===== src/hdl/sccmwp_ram.sv =====
`timescale 1ns / 1ps
// ----------------------------------------------------------------------------
// sccmwp_ram
// Simple dual-port RAM: one write port, one read port, registered read.
// ----------------------------------------------------------------------------
module sccmwp_ram #(
  parameter int  WIDTH = 8,
  parameter int  DEPTH = 16,
  localparam int AW    = $clog2(DEPTH)
) (
  input  logic             clk_i,
  input  logic             we_i,
  input  logic [AW-1:0]    waddr_i,
  input  logic [WIDTH-1:0] wdata_i,
  input  logic [AW-1:0]    raddr_i,
  output logic [WIDTH-1:0] rdata_o
);

  logic [WIDTH-1:0] mem [DEPTH];
  logic [WIDTH-1:0] rdata_q;

  // Write and registered read
  always_ff @(posedge clk_i) begin
    if (we_i) begin
      mem[waddr_i] <= wdata_i;
    end
    rdata_q <= mem[raddr_i];
  end

  assign rdata_o = rdata_q;

endmodule


===== config.mk =====
export PLATFORM = sky130hd
export DESIGN_NAME = sccmwp_ram
export DESIGN_NICKNAME = d
export VERILOG_FILES = /design/src/hdl/sccmwp_ram.sv
export SDC_FILE = /design/constraint.sdc
export NUM_CORES = 1
export LEC_CHECK = 0
export BUFFER_PORTS_ARGS = -buffer_cell sky130_fd_sc_hd__buf_2
export CORE_MARGIN = 1.5
export CORE_UTILIZATION = 52
export CTS_CLUSTER_DIAMETER = 30
export DETAILED_ROUTE_END_ITERATION = 10
export PLACE_DENSITY = 0.74
export SKIP_CTS_REPAIR_TIMING = 1
export SYNTH_ARGS = -nofsm -noshare
export SYNTH_HDL_FRONTEND = slang
export SYNTH_SLANG_ARGS = --single-unit

===== constraint.sdc =====
create_clock -name clk_i -period 2.1 [get_ports clk_i]
set_clock_uncertainty 0.1 [all_clocks]
set_input_delay 0.42 -clock clk_i [delete_from_list [all_inputs] [get_ports clk_i]]
set_output_delay 0.42 -clock clk_i [all_outputs]
set_load 0.005 [all_outputs]

## Word level (Yosys, flattened, before mapping)

Memories as Yosys holds them, arrays and structs flattened. A register that Yosys moved wholly into a read port is not among the register bits.
Index checks and enable logic that the tools add are counted.

- RAM bits: 128
- Memories kept: 1
- Word-level logic and storage cells: 3
- Input port bits: 18
- Output and inout port bits: 8
- Bits in registers: 0

- Muxes and demuxes: 2

Memories:

| name | depth | width | rd ports | clocked after Yosys merged registers in | wr ports | RTL line | source |
|---|---|---|---|---|---|---|---|
| mem | 16 | 8 | 1 | 1 | 1 | 19 | `logic [WIDTH-1:0] mem [DEPTH];` |

Operators with widths:

| operator | number |
|---|---|
| $mux 1 | 2 |

## Longest topological paths before layout

- Word-level depth: 2
- Depth in mapped cells: 5
- Mapped depth without buffers: 3

## Least setup slack after synthesis

Ideal clock, no wire load.

- Path kind: in2reg
- Start: input port waddr_i[2]
- End: memory mem[0][0], enable pin
- Path buffers: 0
- Required time: 1,617 ps
- Cell stages on the path: 2
- Setup time: 383 ps
- Setup slack: 87 ps
- Arrival: 1,530 ps
- Cell sequence: or3b_2 > nor3_1

RTL lines:

| item | RTL line | source |
|---|---|---|
| from (decl) | 13 | `input logic [AW-1:0] waddr_i,` |
| to (decl) | 19 |  |

No word-level cell before the write port.

==> results.json <==
{
  "p_leak_nw": 2.09,
  "cp_top_family": "multiplexers",
  "nFillCells": 670,
  "grt_pass1_vias": 2533,
  "row_count": 36,
  "irDropWorstVdd_v": 0.000557,
  "dp_cells": 400,
  "rr_worst_depth": 3,
  "drt_wl_total_mm": 9.65,
  "drt_iter0_markers": 200,
  "max_cap_violations": 0,
  "synth.avg_cell_area_sq_um": 22.5,
  "drive_above_1_share_pct": 32.8,
  "synth_top_area_cell": "edfxtp_1",
  "report.power.total_mw": 6.06,
  "vias": 2426,
  "via_per_inst": 5.62,
  "worst_pin_slew_ps": 397,
  "wl_per_cell_um": 22.3,
  "cp.depth": 3,
  "min_path_type": "in -> reg",
  "start_util_pct": 53.2,
  "postSynth.asyncResetShare_pct": 0,
  "grt_pass1_wl_mm": 14.6,
  "place_congestion": 0.739,
  "setup_viol": 0,
  "instances_no_fill": 432,
  "io_pins": 26,
  "synth_nets": 247,
  "ant_nets": 0,
  "first_pass_iters": 4,
  "synth.most_common_cell": "edfxtp_1",
  "end_kind": "register",
  "fin_nets": 304,
  "critPathKind": "reg -> reg",
  "min_period_ps": 1540,
  "drv_slew": 0,
  "synth_commonest_cells": "edfxtp_1 (128), mux4_2 (18), a22oi_1 (16), mux4_1 (14), nor2_1 (13)",
  "cts_buffer_depth": 2,
  "holdPathStages": 1,
  "root_buffer": "clkbuf_8",
  "regArea_sq_um": 4000,
  "cp_slowest_cell": "mux4_1",
  "antenna_cells": 0,
  "crit_buf_inv": 0,
  "grt_antenna_before_repair": 0,
  "portBuffers": 25,
  "place_hpwl_mm": 6.03,
  "ys_warn_count": 0,
  "power_density_nw_per_um2": 992,
  "grt_start_max_net_pins": 23,
  "hold_viol": 0,
  "multi_input_area_sq_um": 1060,
  "dieHeight_um": 102,
  "cp_data_arrival_time_ps": 1830,
  "syn2layout_area_growth_pct": 18.6,
  "setup_tns_ps": 0,
  "numCtsBuffers": 17,
  "drc": 0,
  "synth_ff_type": "edfxtp_1",
  "clk_pin_slew_ps": 70,
  "clk-insertion-delay-late_ps": 520,
  "cp_cell_sequence": "mux4_1, a22oi_1, nand2_1",
  "synth_edf_count": 128,
  "grt_overflow": 0,
  "max_stage_delay_ps": 530,
  "worstSetupStartpointType": "register",
  "rsz0062_at_grt": "no",
  "max_freq_mhz": 651,
  "dieArea_sq_um": 10500,
  "track_usage_pct": 20.7,
  "synth_top_area_share_pct": 74.7,
  "syn_area_sq_um": 5150,
  "fin_crit_sh_pct": 73.1,
  "slew_headroom_pct": 73.5,
  "htreeDepth": 4,
  "ys_types": 19,
  "ys_seq_elements": 136,
  "outcome": "finished clean",
  "cp.required_ps": 2390,
  "netlist_instances": 229,
  "clock-sinks": 136,
  "synthTopCellsByArea": "edfxtp_1 (75%), mux4_2 (7.9%), mux4_1 (7.1%), dfxtp_1 (3.1%), a22oi_1 (2.3%)",
  "synth-seq-area-share_pct": 77.8,
  "cp_max_fo": 1,
  "coreArea_sq_um": 9680,
  "die_w_um": 102,
  "cts_tree": "done"
}
## state kept, by name (all words and copies together) (netlist names)
register / cells
rdata_o: 8
mem: 128
## cell type report
class / count / share of cell area [%]
clock buffers: 17 / 6.78
well taps: 133 / 2.72
multi-input cells: 83 / 17.3
clock inverters: 15 / 2.34
repair buffers: 48 / 5.29
flip-flops and latches: 136 / 65.6
## where the power goes
part	switching, mW	internal [mW]
sequential	0.0171	3.03
clock	1.14	1.59
combinational	0.154	0.127
## cell usage in the layout (no fill, tap or decap), drive strengths merged, types with 2 or more instances in the layout
cell	count
edfxtp	128
a22oi	16
nand2b	2
nor2	13
clkinv	9
nand2	9
clkbuf	17
dfxtp	8
inv	4
mux4	32
nor3	4
nand3b	2
buf	48
## logic make-up after synthesis
logic type / after synthesis / synth area share (%)
buffers and inverters: 10 / 1.68
muxes: 32 / 15.0
and+or+nand+nor: 35 / 3.18
AOI/OAI and AO/OA: 16 / 2.33
DFF: 136 / 77.8
## path summary, 6_finish.rpt
kind / from / end / slack (ps)
max: mem[1][5]$_DFFE_PP_ / rdata_o[5]$_DFF_P_ / 560
min: wdata_i[5] / mem[4][5]$_DFFE_PP_ / 190
max reg2reg: mem[1][5]$_DFFE_PP_ / rdata_o[5]$_DFF_P_ / 560
min reg2reg: mem[13][5]$_DFFE_PP_ / rdata_o[5]$_DFF_P_ / 570
## metal layers
layer | vias up | track usage, % | wire length, um | part of all wire (%)
met5 | - | 0 | 0 | 0
met4 | 0 | 8.43 | 118 | 1.2
met3 | 8 | 5.83 | 592 | 6.1
met2 | 80 | 31.8 | 4930 | 51
met1 | 1250 | 28.5 | 4020 | 42
li1 | 1088 | - | - | -
## stage by stage
step	worst slack (ps)	util [%]	instance area [sq um]	hold slack [ps]
global placement	181	57.3	5550	549
CTS	541	63.1	6110	169
global route	487	63.1	6110	175
detailed placement	177	57.3	5550	561
floorplan	87.1	-	5150	419
finish	565	63.1	6110	190
(Power assumes the default switching activity.)
